[src/design/wstc_pkg.sv]
package wstc_pkg;

   // input commands carried on the request tuser
   typedef enum logic [1:0] {
      CMD_DATA = 2'd0,
      CMD_SOF  = 2'd1,
      CMD_EOF  = 2'd2
   } cmd_type;

   // result kinds carried on the response tuser
   localparam logic KIND_TEXT   = 1'b0;
   localparam logic KIND_REPORT = 1'b1;

   // special text bytes
   localparam logic [7:0] CHAR_NEWLINE = 8'h0a;
   localparam logic [7:0] CHAR_SPACE   = 8'h20;
   localparam logic [7:0] CHAR_HASH    = 8'h23;

   // tag window: newest byte at index 0, tags stored reversed
   localparam int TagWin = 10;
   typedef logic [TagWin-1:0][7:0] tag_pat_type;

   localparam tag_pat_type TAG_NAME     = {32'd0, "[NAME]"};
   localparam tag_pat_type TAG_RELATION = "[RELATION]";
   localparam tag_pat_type TAG_CONS     = {32'd0, "[CONS]"};
   localparam tag_pat_type TAG_END      = {40'd0, "[END]"};

   localparam logic [3:0] LEN_NAME     = 4'd6;
   localparam logic [3:0] LEN_RELATION = 4'd10;
   localparam logic [3:0] LEN_CONS     = 4'd6;
   localparam logic [3:0] LEN_END      = 4'd5;

   // result queue depth, room for two results per item plus backlog
   localparam int QDepth = 4;

   // section flags, sticky but for open, name in the lowest bit
   typedef struct packed {
      logic failed;
      logic open;
      logic cons;
      logic relation;
      logic name;
   } flags_type;

   typedef struct packed {
      logic       kind;
      logic       last;
      flags_type  flags;
      logic [7:0] out_byte;
   } result_type;

   // ascii letters to upper case, everything else unchanged
   function automatic logic [7:0] upcase(input logic [7:0] b);
      logic [7:0] r;
      r = b;
      if (b >= 8'h61 && b <= 8'h7a) begin
         r = b - 8'h20;
      end
      return r;
   endfunction

   // compare the first len window bytes against a reversed tag
   function automatic logic tag_match(input tag_pat_type win, input tag_pat_type pat,
                                      input logic [3:0] len);
      logic hit;
      hit = 1'b1;
      for (int i = 0; i < TagWin; i++) begin
         if (4'(i) < len && upcase(win[i]) != pat[i]) begin
            hit = 1'b0;
         end
      end
      return hit;
   endfunction

endpackage

[src/design/wstc_tag_track.sv]
module wstc_tag_track #(
   parameter int HISTORY_LEN = 10
) (
   input  logic                clock,
   input  logic                reset,
   input  logic                shift_en,
   input  logic [7:0]          data_byte,
   output wstc_pkg::flags_type flags_ff,
   output wstc_pkg::flags_type flags_in
);

   logic [7:0]            hist_ff [HISTORY_LEN];
   wstc_pkg::tag_pat_type win;
   logic                  hit_name;
   logic                  hit_relation;
   logic                  hit_cons;
   logic                  hit_end;

   // window as it looks after the new byte is shifted in
   always_comb begin
      win[0] = data_byte;
      for (int i = 1; i < wstc_pkg::TagWin; i++) begin
         win[i] = hist_ff[i-1];
      end
   end

   assign hit_name     = wstc_pkg::tag_match(win, wstc_pkg::TAG_NAME, wstc_pkg::LEN_NAME);
   assign hit_relation = wstc_pkg::tag_match(win, wstc_pkg::TAG_RELATION,
                                             wstc_pkg::LEN_RELATION);
   assign hit_cons     = wstc_pkg::tag_match(win, wstc_pkg::TAG_CONS, wstc_pkg::LEN_CONS);
   assign hit_end      = wstc_pkg::tag_match(win, wstc_pkg::TAG_END, wstc_pkg::LEN_END);

   // section flag update, first matching tag wins
   always_comb begin
      flags_in = flags_ff;
      if (shift_en) begin
         if (hit_name || hit_relation || hit_cons) begin
            if (flags_ff.open) begin
               flags_in.failed = 1'b1;
            end
            flags_in.open = 1'b1;
            if (hit_name) begin
               flags_in.name = 1'b1;
            end else if (hit_relation) begin
               flags_in.relation = 1'b1;
            end else begin
               flags_in.cons = 1'b1;
            end
         end else if (hit_end) begin
            if (flags_ff.open) begin
               flags_in.open = 1'b0;
            end else begin
               flags_in.failed = 1'b1;
            end
         end
      end
   end

   // byte history and flags
   always_ff @(posedge clock) begin
      if (reset) begin
         flags_ff <= '0;
         for (int i = 0; i < HISTORY_LEN; i++) begin
            hist_ff[i] <= '0;
         end
      end else begin
         flags_ff <= flags_in;
         if (shift_en) begin
            hist_ff[0] <= data_byte;
            for (int i = 1; i < HISTORY_LEN; i++) begin
               hist_ff[i] <= hist_ff[i-1];
            end
         end
      end
   end

endmodule

[config.mk]
export PLATFORM = sky130hd
export DESIGN_NAME = wstc_tag_track
export DESIGN_NICKNAME = d
export VERILOG_FILES = /design/src/design/wstc_pkg.sv /design/src/design/wstc_tag_track.sv
export SDC_FILE = /design/constraint.sdc
export NUM_CORES = 1
export LEC_CHECK = 0
export BUFFER_PORTS_ARGS = -buffer_cell sky130_fd_sc_hd__clkbuf_2
export CAP_MARGIN = 0
export CELL_PAD_IN_SITES_DETAIL_PLACEMENT = 1
export CELL_PAD_IN_SITES_GLOBAL_PLACEMENT = 2
export CORE_ASPECT_RATIO = 1.2
export CORE_MARGIN = 2
export CORE_UTILIZATION = 45
export CTS_BUF_LIST = sky130_fd_sc_hd__clkbuf_2 sky130_fd_sc_hd__clkbuf_4 sky130_fd_sc_hd__clkbuf_8
export CTS_CLUSTER_DIAMETER = 80
export CTS_CLUSTER_SIZE = 28
export DETAILED_ROUTE_END_ITERATION = 6
export PLACE_DENSITY_LB_ADDON = 0.1
export SLEW_MARGIN = 20
export SYNTH_ARGS = -nofsm -noshare
export SYNTH_HDL_FRONTEND = slang
export SYNTH_SLANG_ARGS = --single-unit
[constraint.sdc]
create_clock -name clock -period 7 [get_ports clock]
set_input_delay 0.7 -clock clock [delete_from_list [all_inputs] [get_ports clock]]
set_output_delay 0.7 -clock clock [all_outputs]
set_load 0.01 [all_outputs]
==> impl_metrics.env, run 1 <==
export IMPL_end_kind="primary output"
export IMPL_ir_drop_mv=0.139
export IMPL_cts_buffer_depth=2
export IMPL_postCtsHoldBufs=0
export IMPL_cp_data_arrival_time_ps=2670
export IMPL_grt_pass1_wl_um=12900
export IMPL_cpMaxStageDelayCell="nor4_1"
export IMPL_sw_frac_of_total_pct=22.6
export IMPL_ys_seq_area_share_pct=63.5
export IMPL_synth_distinct_cells=35
export IMPL_insertion_delay_ps=360
export IMPL_cts_sinks=77
export IMPL_wl_per_cell_um=19.4
export IMPL_gr_total_overflow=0
export IMPL_crit_chain="nand3b_1 > nor4_1 > nor4bb_2 > nand4_1 > o31ai_1 > nand3_1 > clkbuf_2"
export IMPL_avgSynthCellArea_um2=12.5
export IMPL_grt_max_degree=54
export IMPL_layoutNonFillerInstCount=405
export IMPL_portBuffers=20
export IMPL_path_class="reg -> out"
export IMPL_drive_gt1_share_pct=14.1
export IMPL_fin_skew_ps=11.7
export IMPL_p_per_area_nw_per_um2=248
export IMPL_cp_required_ps=6300
export IMPL_p_clk_share_pct=38.0
export IMPL_pwr_share_comb_pct=5.8
export IMPL_gp_congestion=0.746
export IMPL_synth_area_um2=3560
export IMPL_finalCritPeriodShare_pct=48.1
export IMPL_synth_cells=284
export IMPL_tightest_slew_ps=857
export IMPL_timing_reg2reg_setup_slack_ps=4700
export IMPL_cts_setup_buffers=0
export IMPL_p_leak_nw=1.55
export IMPL_pin_count=21
export IMPL_final_min_clock_period_ps=3370
export IMPL_initial_core_util_pct=46.5
export IMPL_mostFrequentLayoutCells="edfxtp_1, and2_1, nor3_1"
export IMPL_antenna_found_initial=0
export IMPL_core_area_um2=7660
export IMPL_grt_pass1_vias=2478
export IMPL_syn_to_final_growth_pct=11.9
export IMPL_setup_tns_ps=0
export IMPL_cts_reportedPaths_clkPinSlew_ps=80
export IMPL_dieHeight_um=101
export IMPL_switchingPower_mw=0.223
export IMPL_cts_tree="done"
export IMPL_setup_viol=0
export IMPL_hpwlAfterDp_um=5630
export IMPL_fp_dieW_um=85.2
export IMPL_routed_via_count=2261
export IMPL_worstHoldPathType="reg -> reg"
export IMPL_cts_buffers=9
export IMPL_max_slew_margin_pct=42.8
export IMPL_hold_viol_final=0
export IMPL_rsz0062_at_grt="false"
export IMPL_drt_pass1_iter_count=4
export IMPL_vias_per_cell=5.58
export IMPL_drcViolationCount=0
export IMPL_cpLargestDelayFamily="simple AND/OR/NAND/NOR gates"
export IMPL_rows=35
export IMPL_path_buf_inv=1
export IMPL_syn_nets=304
export IMPL_synthTopCellsByArea="edfxtp_1, and2_1, nor3_1"
export IMPL_yosys_area_top_type="edfxtp_1"
export IMPL_seq_power_share_pct=56.2
export IMPL_synth_ff_type="edfxtp_1"
export IMPL_cts_resized_gates=0
export IMPL_layout_commonest_cell="edfxtp_1"
export IMPL_fin_util_pct=52.0
export IMPL_fmax_mhz=297
export IMPL_yosysTopAreaCellShare_pct=60.7
export IMPL_slew_violations=0
export IMPL_maxCapViolCount=0
export IMPL_p_int_mw=0.764
export IMPL_synth_edff_count=72
export IMPL_yosysWarnings=0
export IMPL_routed_wl_um=7880
export IMPL_status="finished clean"
export IMPL_dieArea_um2=8650
export IMPL_cp_start_kind="flop"
export IMPL_cts_root_buffer="clkbuf_8"
export IMPL_worstPathMaxFanout=3
export IMPL_antenna_cells=0
export IMPL_synth_seq_cells=77
export IMPL_async_flop_share_pct=0
export IMPL_h_tree_depth=3
export IMPL_nets=328
export IMPL_dp_cells=389
export IMPL_max_stage_delay_ps=520
export IMPL_grt_usage_pct=20.1
export IMPL_ant_nets=0
export IMPL_drt_iter0_drc=87
[synthesized netlist by cell type, types with 2 or more instances]
cell type  instances
nand3b_1           2
and3_1             2
a21oi_1            4
nor4_1             5
nor4b_1            4
nand4_1            6
dfxtp_1            5
a31oi_1            2
nand3_1            7
nor3_1            23
and4b_1            3
edfxtp_1          72
nor4bb_1           5
o31a_1             2
o211a_1            2
o31ai_1            2
clkbuf_1           9
nand2_1            7
nor3b_1            3
ha_1               9
and2_1            55
nor2_1             9
a21o_1             2
nor4_2             2
nand4b_1           4
inv_1             22
o21ai_0            8
[worst min-delay path, stage by stage, from the launching register on]
cell and delay [ps]:
dfxtp_1 320, inv_1 60, a21oi_1 60
[sequential cells by signal, summed over array words and instances (netlist names)]
name and flops:
hist_ff 72, flags_ff 5
[cell type report]
type | count | area (um^2)
Clock inverter | 5 | 83.8
Timing Repair Buffer | 22 | 115
Tap cell | 92 | 115
Inverter | 22 | 82.6
Sequential cell | 77 | 2260
Multi-Input combinational cell | 176 | 1190
Clock buffer | 11 | 139
Fill cell | 818 | 3680
[final timing paths]
path | depth (start not counted) | from | end
max | 7 | hist_ff[0][15] | flags_in[3]
max reg2reg | 6 | hist_ff[0][15] | flags_ff[3]
min | 2 | flags_ff[0] | flags_ff[0]
min reg2reg | 2 | flags_ff[0] | flags_ff[0]
[per-layer routing]
metal	wire length, um	GRT usage, %	vias up
li1	-	-	1100
met1	3040	21.8	1127
met2	4520	38.6	27
met3	204	4.16	7
met4	106	6.96	0
met5	0	0	-
[power by group through the flow]
| stage | logic [mW] | clock network [mW] | registers [mW] |
|---|---|---|---|
| after global placement | 0.0560 | 0 | 0.564 |
| after CTS | 0.0589 | 0.385 | 0.555 |
| after detailed placement | 0.0583 | 0 | 0.566 |
| after global routing | 0.0656 | 0.401 | 0.559 |
| after floorplan | 0.0403 | 0 | 0.555 |
| final | 0.0571 | 0.375 | 0.554 |
[metrics by stage]
stage / power, mW / area [um^2] / hold WS, ps / worst slack [ps]
after global routing: 1.03 / 3990 / 518 / 3330
final: 0.987 / 3990 / 481 / 3630
after floorplan: 0.595 / 3560 / 490 / 3890
after global placement: 0.620 / 3760 / 457 / 3950
after CTS: 0.999 / 3990 / 483 / 3600
after detailed placement: 0.624 / 3760 / 469 / 3910
[logic make-up after synthesis]
logic type | synth area share (%)
flops | 63.5
simple gates | 25.2
compound gates | 4.85
fa+ha+maj | 3.16
buf+inv | 3.27
Power figures use the tool's default switching activity.
==> run 2: changes to the inputs <==
--- a/config.mk
+++ b/config.mk
@@ -5,13 +5,14 @@
 export SDC_FILE = /design/constraint.sdc
 export NUM_CORES = 1
 export LEC_CHECK = 0
+export ABC_AREA = 1
 export BUFFER_PORTS_ARGS = -buffer_cell sky130_fd_sc_hd__clkbuf_2
 export CAP_MARGIN = 0
 export CELL_PAD_IN_SITES_DETAIL_PLACEMENT = 1
 export CELL_PAD_IN_SITES_GLOBAL_PLACEMENT = 2
 export CORE_ASPECT_RATIO = 1.2
 export CORE_MARGIN = 2
-export CORE_UTILIZATION = 45
+export CORE_UTILIZATION = 35
 export CTS_BUF_LIST = sky130_fd_sc_hd__clkbuf_2 sky130_fd_sc_hd__clkbuf_4 sky130_fd_sc_hd__clkbuf_8
 export CTS_CLUSTER_DIAMETER = 80
 export CTS_CLUSTER_SIZE = 28
==> constraint.sdc (replaced) <==
create_clock -name clock -period 2.8 [get_ports clock]
set_input_delay 0.28 -clock clock [delete_from_list [all_inputs] [get_ports clock]]
set_output_delay 0.28 -clock clock [all_outputs]
set_load 0.01 [all_outputs]
==> run 2 against run 1 <==
  * First-iteration DRC count down 20%
  * Power rose to 2.6 times the previous value
  * Clock power grew to 2.7 times the previous value
  * Register-to-register slack lost 3900 ps
  * Critical endpoint is now flags_in[4]
==> impl_metrics.env, run 2 <==
export IMPL_dieHeight_um=119
export IMPL_ir_drop_mv=0.265
export IMPL_min_to="flags_ff[4]"
export IMPL_yosys_area_top_type="edfxtp_1"
export IMPL_layout_commonest_cell="nor2_1"
export IMPL_antenna_cells=0
export IMPL_cts_buffer_depth=2
export IMPL_antenna_found_initial=0
export IMPL_cp_required_ps=2520
export IMPL_slew_violations=0
export IMPL_ff2ff_path_depth=14
export IMPL_grt_usage_pct=15.8
export IMPL_dieArea_um2=11900
export IMPL_cp_start_kind="flop"
export IMPL_yosysWarnings=0
export IMPL_p_per_area_nw_per_um2=574
export IMPL_p_leak_nw=1.90
export IMPL_finalCritPeriodShare_pct=95.6
export IMPL_max_slew_margin_pct=64.7
export IMPL_routed_via_count=2896
export IMPL_worstPathMaxFanout=3
export IMPL_end_kind="primary output"
export IMPL_wl_per_cell_um=14.1
export IMPL_final_min_clock_period_ps=2680
export IMPL_cts_reportedPaths_clkPinSlew_ps=80
export IMPL_worstHoldPathCells=2
export IMPL_cts_sinks=77
export IMPL_synthMuxAreaShare_pct=0
export IMPL_largest_reg_flops=72
export IMPL_synth_xor_area_share_pct=0
export IMPL_fmax_mhz=374
export IMPL_gp_congestion=0.762
export IMPL_synth_top_family_by_area="simple AND/OR/NAND/NOR gates"
export IMPL_timing_reg2reg_setup_slack_ps=770
export IMPL_maxCapViolCount=0
export IMPL_largest_register="hist_ff"
export IMPL_avgSynthCellArea_um2=8.66
export IMPL_fillers=1313
export IMPL_crit_reg2reg_launch="hist_ff[0][62]"
export IMPL_drt_iter0_drc=70
export IMPL_async_flop_share_pct=0
export IMPL_routed_wl_um=8780
export IMPL_cpMaxStageDelayCell="edfxtp_1"
export IMPL_synthSimpleGateAreaFrac_pct=28.1
export IMPL_synth_cells=448
export IMPL_rows=42
export IMPL_path_class="reg -> out"
export IMPL_yosysMostFrequentCell="nor2_1"
export IMPL_cts_buffers=9
export IMPL_synth_seq_cells=77
export IMPL_fp_dieW_um=100
export IMPL_ant_nets=0
export IMPL_cp_data_arrival_time_ps=2400
export IMPL_syn_nets=467
export IMPL_mostFrequentLayoutCells="nor2_1, inv_1, nand2_1"
export IMPL_synth_area_um2=3880
export IMPL_postCtsHoldBufs=0
export IMPL_synth_distinct_cells=23
export IMPL_vias_per_cell=4.65
export IMPL_synth_compound_area_share_pct=1.58
export IMPL_gr_total_overflow=0
export IMPL_hpwlAfterDp_um=6420
export IMPL_rsz0062_at_grt="true"
export IMPL_synthTopCellsByArea="edfxtp_1, nor2_1, inv_1"
export IMPL_syn_to_final_growth_pct=17.0
export IMPL_crit_chain="inv_2 > ha_1 > o21ai_2 > nand2_1 > nor2_1 > nand2_1 > nor2_4 > nand3_2 > nor2_2 > nand2_1 > nand3_2 > nand2_2 > nand2_2 > nand2_2 > nand2_1 > buf_2"
export IMPL_synth_ff_type="edfxtp_1"
export IMPL_hold_ws_ps=149
export IMPL_synth_edff_count=72
export IMPL_setup_viol=0
export IMPL_ys_seq_area_share_pct=58.3
export IMPL_hold_viol_final=0
export IMPL_drcViolationCount=0
export IMPL_portBuffers=20
export IMPL_drt_pass1_iter_count=4
export IMPL_critPathMostFrequentCell="nand2_1"
export IMPL_core_area_um2=10900
export IMPL_cts_root_buffer="clkbuf_8"
export IMPL_hp_start="reset"
export IMPL_final_area_um2=4540
export IMPL_tightest_slew_ps=530
export IMPL_max_stage_delay_ps=430
export IMPL_pin_count=21
export IMPL_grt_max_degree=42
export IMPL_top_regs="hist_ff (72), flags_ff (5)"
export IMPL_post_dp_cell_area_um2=4160
export IMPL_worstHoldPathType="in -> reg"
export IMPL_synthAdderAreaFrac_pct=2.58
export IMPL_fin_skew_ps=6.16
export IMPL_insertion_delay_ps=360
export IMPL_reg2reg_to="flags_ff[3]"
export IMPL_status="finished clean"
export IMPL_yosysTopAreaCellShare_pct=55.8
export IMPL_drive_gt1_share_pct=18.7
export IMPL_synth_commonest_cells="nor2_1, inv_1, nand2_1, edfxtp_1, nand3_1"
export IMPL_grt_pass1_wl_um=14400
export IMPL_h_tree_depth=3
export IMPL_cts_tree="done"
export IMPL_initial_core_util_pct=35.5
export IMPL_nets=505
export IMPL_grt_pass1_vias=3013
[run 2: routing by layer]
layer,routed length [um],vias up,GRT usage (%)
met2,4720,23,28.8
met5,0,-,0
met4,239,0,8.73
met3,139,17,2.35
li1,-,1466,-
met1,3680,1390,17.2
[run 2: layout make-up]
class                   count  area (um^2)  share of cell area, %
flip-flops and latches     77         2260                   49.9
multi-input cells         274         1310                   28.9
inverters                  90          338                   7.45
repair buffers             34          218                   4.80
clock buffers              13          173                   3.81
well taps                 132          165                   3.64
clock inverters             3         67.6                   1.49
[run 2: worst max-delay path by stage]
stage / start / end / depth (start not counted)
finish: hist_ff[0][62] / flags_in[4] / 16
global placement: hist_ff[0][62] / flags_in[4] / 16
global route: hist_ff[0][62] / flags_in[4] / 16
detailed placement: hist_ff[0][62] / flags_in[4] / 16
CTS: hist_ff[0][45] / flags_in[4] / 16
floorplan: reset / hist_ff[0][0] / 2
[run 2: kinds of logic (layout without fill, tap and decap cells)]
family / Yosys count / in the layout
flip-flops: 77 / 77
buffers and inverters: 97 / 140
AND/OR/NAND/NOR: 255 / 255
AO/OA/AOI/OAI: 11 / 11
adder cells (fa/ha/maj): 8 / 8
[run 2: repair_timing]
item / CTS / global route
endpoints found under the setup margin: 2 / 3
resized for setup: 3 / 20
buffers inserted: 2 / 8
pin swaps: 2 / 8
[run 2: critical path: cells and delay by family, from the launching register on]
family / cells / cell delay (ps)
buf+inv: 2 / 210
fa+ha+maj: 1 / 230
flops: 1 / 430
simple gates: 12 / 1030
compound gates: 1 / 140
[run 2: stage by stage]
| stage | instances | utilization, % | setup TNS [ps] | total power [mW] | worst slack, ps |
|---|---|---|---|---|---|
| 2_1_floorplan | 448 | - | 0 | 1.54 | 519 |
| 3_3_place_gp | 597 | 38.1 | 0 | 1.61 | 324 |
| 3_5_place_dp | 597 | 38.1 | 0 | 1.62 | 297 |
| 4_1_cts | 615 | 40.5 | 0 | 2.63 | 17.2 |
| 5_1_grt | 623 | 41.5 | -119 | 2.72 | -98.7 |
| 6_report | 623 | 41.5 | 0 | 2.60 | 123 |
[run 2: power breakdown]
| part | switching [mW] | internal [mW] |
|---|---|---|
| combinational | 0.152 | 0.0752 |
| sequential | 0.0464 | 1.33 |
| clock | 0.414 | 0.585 |
==> run 3: changes to the inputs <==
--- a/config.mk
+++ b/config.mk
@@ -18,6 +18,7 @@
 export CTS_CLUSTER_SIZE = 28
 export DETAILED_ROUTE_END_ITERATION = 6
 export PLACE_DENSITY_LB_ADDON = 0.1
+export RECOVER_POWER = 25
 export SLEW_MARGIN = 20
 export SYNTH_ARGS = -nofsm -noshare
 export SYNTH_HDL_FRONTEND = slang
==> run 3 against run 2 <==
  * The flow now finishes with violations (max-capacitance violations, max-slew violations)
  * Global-route usage unchanged
  * Worst hold slack improved by 71 ps
  * Sequential share of layout area increased by 0.083 points
  * Clock-buffer cell count unchanged
  * Sequential power about the same
  * Worst setup slack got worse by 1.9 ps
  * Critical endpoint unchanged
  * Highest routed layer unchanged
==> impl_metrics.env, run 3 (synthesized netlist as in run 2, its figures left out) <==
export IMPL_routed_wl_um=8800
export IMPL_path_class="reg -> out"
export IMPL_drt_pass1_iter_count=4
export IMPL_cts_buffers=9
export IMPL_fmax_mhz=373
export IMPL_dieArea_um2=11900
export IMPL_slew_violations=32
export IMPL_antenna_cells=0
export IMPL_fin_util_pct=41.4
export IMPL_routed_via_count=2898
export IMPL_gp_congestion=0.762
export IMPL_syn_to_final_growth_pct=16.8
export IMPL_setup_viol=0
export IMPL_end_kind="primary output"
export IMPL_fillers=1316
export IMPL_dieHeight_um=119
export IMPL_drt_iter0_drc=70
export IMPL_rows=42
export IMPL_p_per_area_nw_per_um2=575
export IMPL_fp_dieW_um=100
export IMPL_h_tree_depth=3
export IMPL_fin_skew_ps=6.01
export IMPL_portBuffers=20
export IMPL_grt_pass1_wl_um=14400
export IMPL_wl_per_cell_um=14.1
export IMPL_ir_drop_mv=0.264
export IMPL_finalCritPeriodShare_pct=95.7
export IMPL_rsz0062_at_grt="true"
export IMPL_p_leak_nw=1.89
export IMPL_cp_start_kind="flop"
export IMPL_max_slew_margin_pct=-18.0
export IMPL_status="finished with violations"
export IMPL_pin_count=21
export IMPL_insertion_delay_ps=360
export IMPL_cp_required_ps=2520
export IMPL_grt_usage_pct=15.8
export IMPL_nets=505
export IMPL_maxCapViolCount=1
export IMPL_violations="max-capacitance violations, max-slew violations"
export IMPL_top_regs="hist_ff (72), flags_ff (5)"
export IMPL_cts_sinks=77
export IMPL_vias_per_cell=4.65
export IMPL_cp_data_arrival_time_ps=2400
export IMPL_core_area_um2=10900
export IMPL_grt_pass1_vias=3013
export IMPL_cts_buffer_depth=2
export IMPL_antenna_found_initial=0
export IMPL_drive_gt1_share_pct=18.1
export IMPL_final_min_clock_period_ps=2680
export IMPL_gr_total_overflow=0
export IMPL_cts_tree="done"
export IMPL_worstHoldPathType="in -> reg"
export IMPL_initial_core_util_pct=35.5
export IMPL_cts_reportedPaths_clkPinSlew_ps=80
export IMPL_largest_register="hist_ff"
export IMPL_drcViolationCount=0
export IMPL_largest_reg_flops=72
export IMPL_mostFrequentLayoutCells="nor2_1, inv_1, nand2_1"
export IMPL_hpwlAfterDp_um=6420
export IMPL_final_area_um2=4530
export IMPL_postCtsHoldBufs=0
export IMPL_grt_max_degree=42
export IMPL_worstPathMaxFanout=3
export IMPL_cts_root_buffer="clkbuf_8"
export IMPL_layout_commonest_cell="nor2_1"
export IMPL_hold_viol_final=0
export IMPL_post_dp_cell_area_um2=4160
export IMPL_total_power_mw=2.60
export IMPL_tightest_slew_ps=1770
export IMPL_ant_nets=0
## run 3: power breakdown
part	leakage [nW]	switching, mW	internal, mW
Combinational	0.932	0.152	0.0742
Sequential	0.837	0.0464	1.33
Clock	0.119	0.415	0.585
Total	1.89	0.614	1.99
## run 3: layout make-up
class	instances	area, um^2	area share [%]
clock inverter	3	67.6	1.49
tap	132	165	3.65
clock buffer	13	173	3.81
sequential	77	2260	50.0
timing repair buffer	34	213	4.70
inverter	90	338	7.46
multi-input combinational	274	1310	28.9
## run 3: per-layer routing
metal  track usage (%)  vias up  routed length [um]
met5                 0        -                   0
met3              2.35       17                 136
met4              8.73        0                 239
met2              28.8       23                4700
met1              17.2     1390                3730
li1                  -     1468                   -
## run 3: worst paths after layout
| check | slack (ps) | startpoint | to | depth (start not counted) |
|---|---|---|---|---|
| max reg2reg | 770 | hist_ff[0][62] | flags_ff[3] | 14 |
| max | 120 | hist_ff[0][62] | flags_in[4] | 16 |
| min reg2reg | 480 | flags_ff[0] | flags_ff[0] | 2 |
| min | 220 | reset | flags_ff[4] | 2 |
## run 3: repair_timing
item,4_1_cts,5_1_grt
endpoints found under the setup margin,2,3
cloned,0,0
buffers inserted,2,8
pin swaps,2,8
resized for setup,3,20
## run 3: worst max-delay path: stages, from the launching register on
cell and delay, ps:
edfxtp_1 430, inv_2 90, ha_1 230, o21ai_2 140, nand2_1 60, nor2_1 80, nand2_1 90, nor2_4 140
nand3_2 120, nor2_2 130, nand2_1 80, nand3_2 70, nand2_2 70, nand2_2 80, nand2_2 60, nand2_1 50
buf_2 120
## run 3: through the flow
| step | hold WS (ps) | TNS (ps) | setup WS [ps] | cells |
|---|---|---|---|---|
| after detailed placement | 476 | 0 | 297 | 597 |
| after global placement | 460 | 0 | 324 | 597 |
| after floorplan | 342 | 0 | 519 | 448 |
| final | 219 | 0 | 121 | 623 |
| after CTS | 137 | 0 | 17.2 | 615 |
| after global routing | 238 | -119 | -98.7 | 623 |
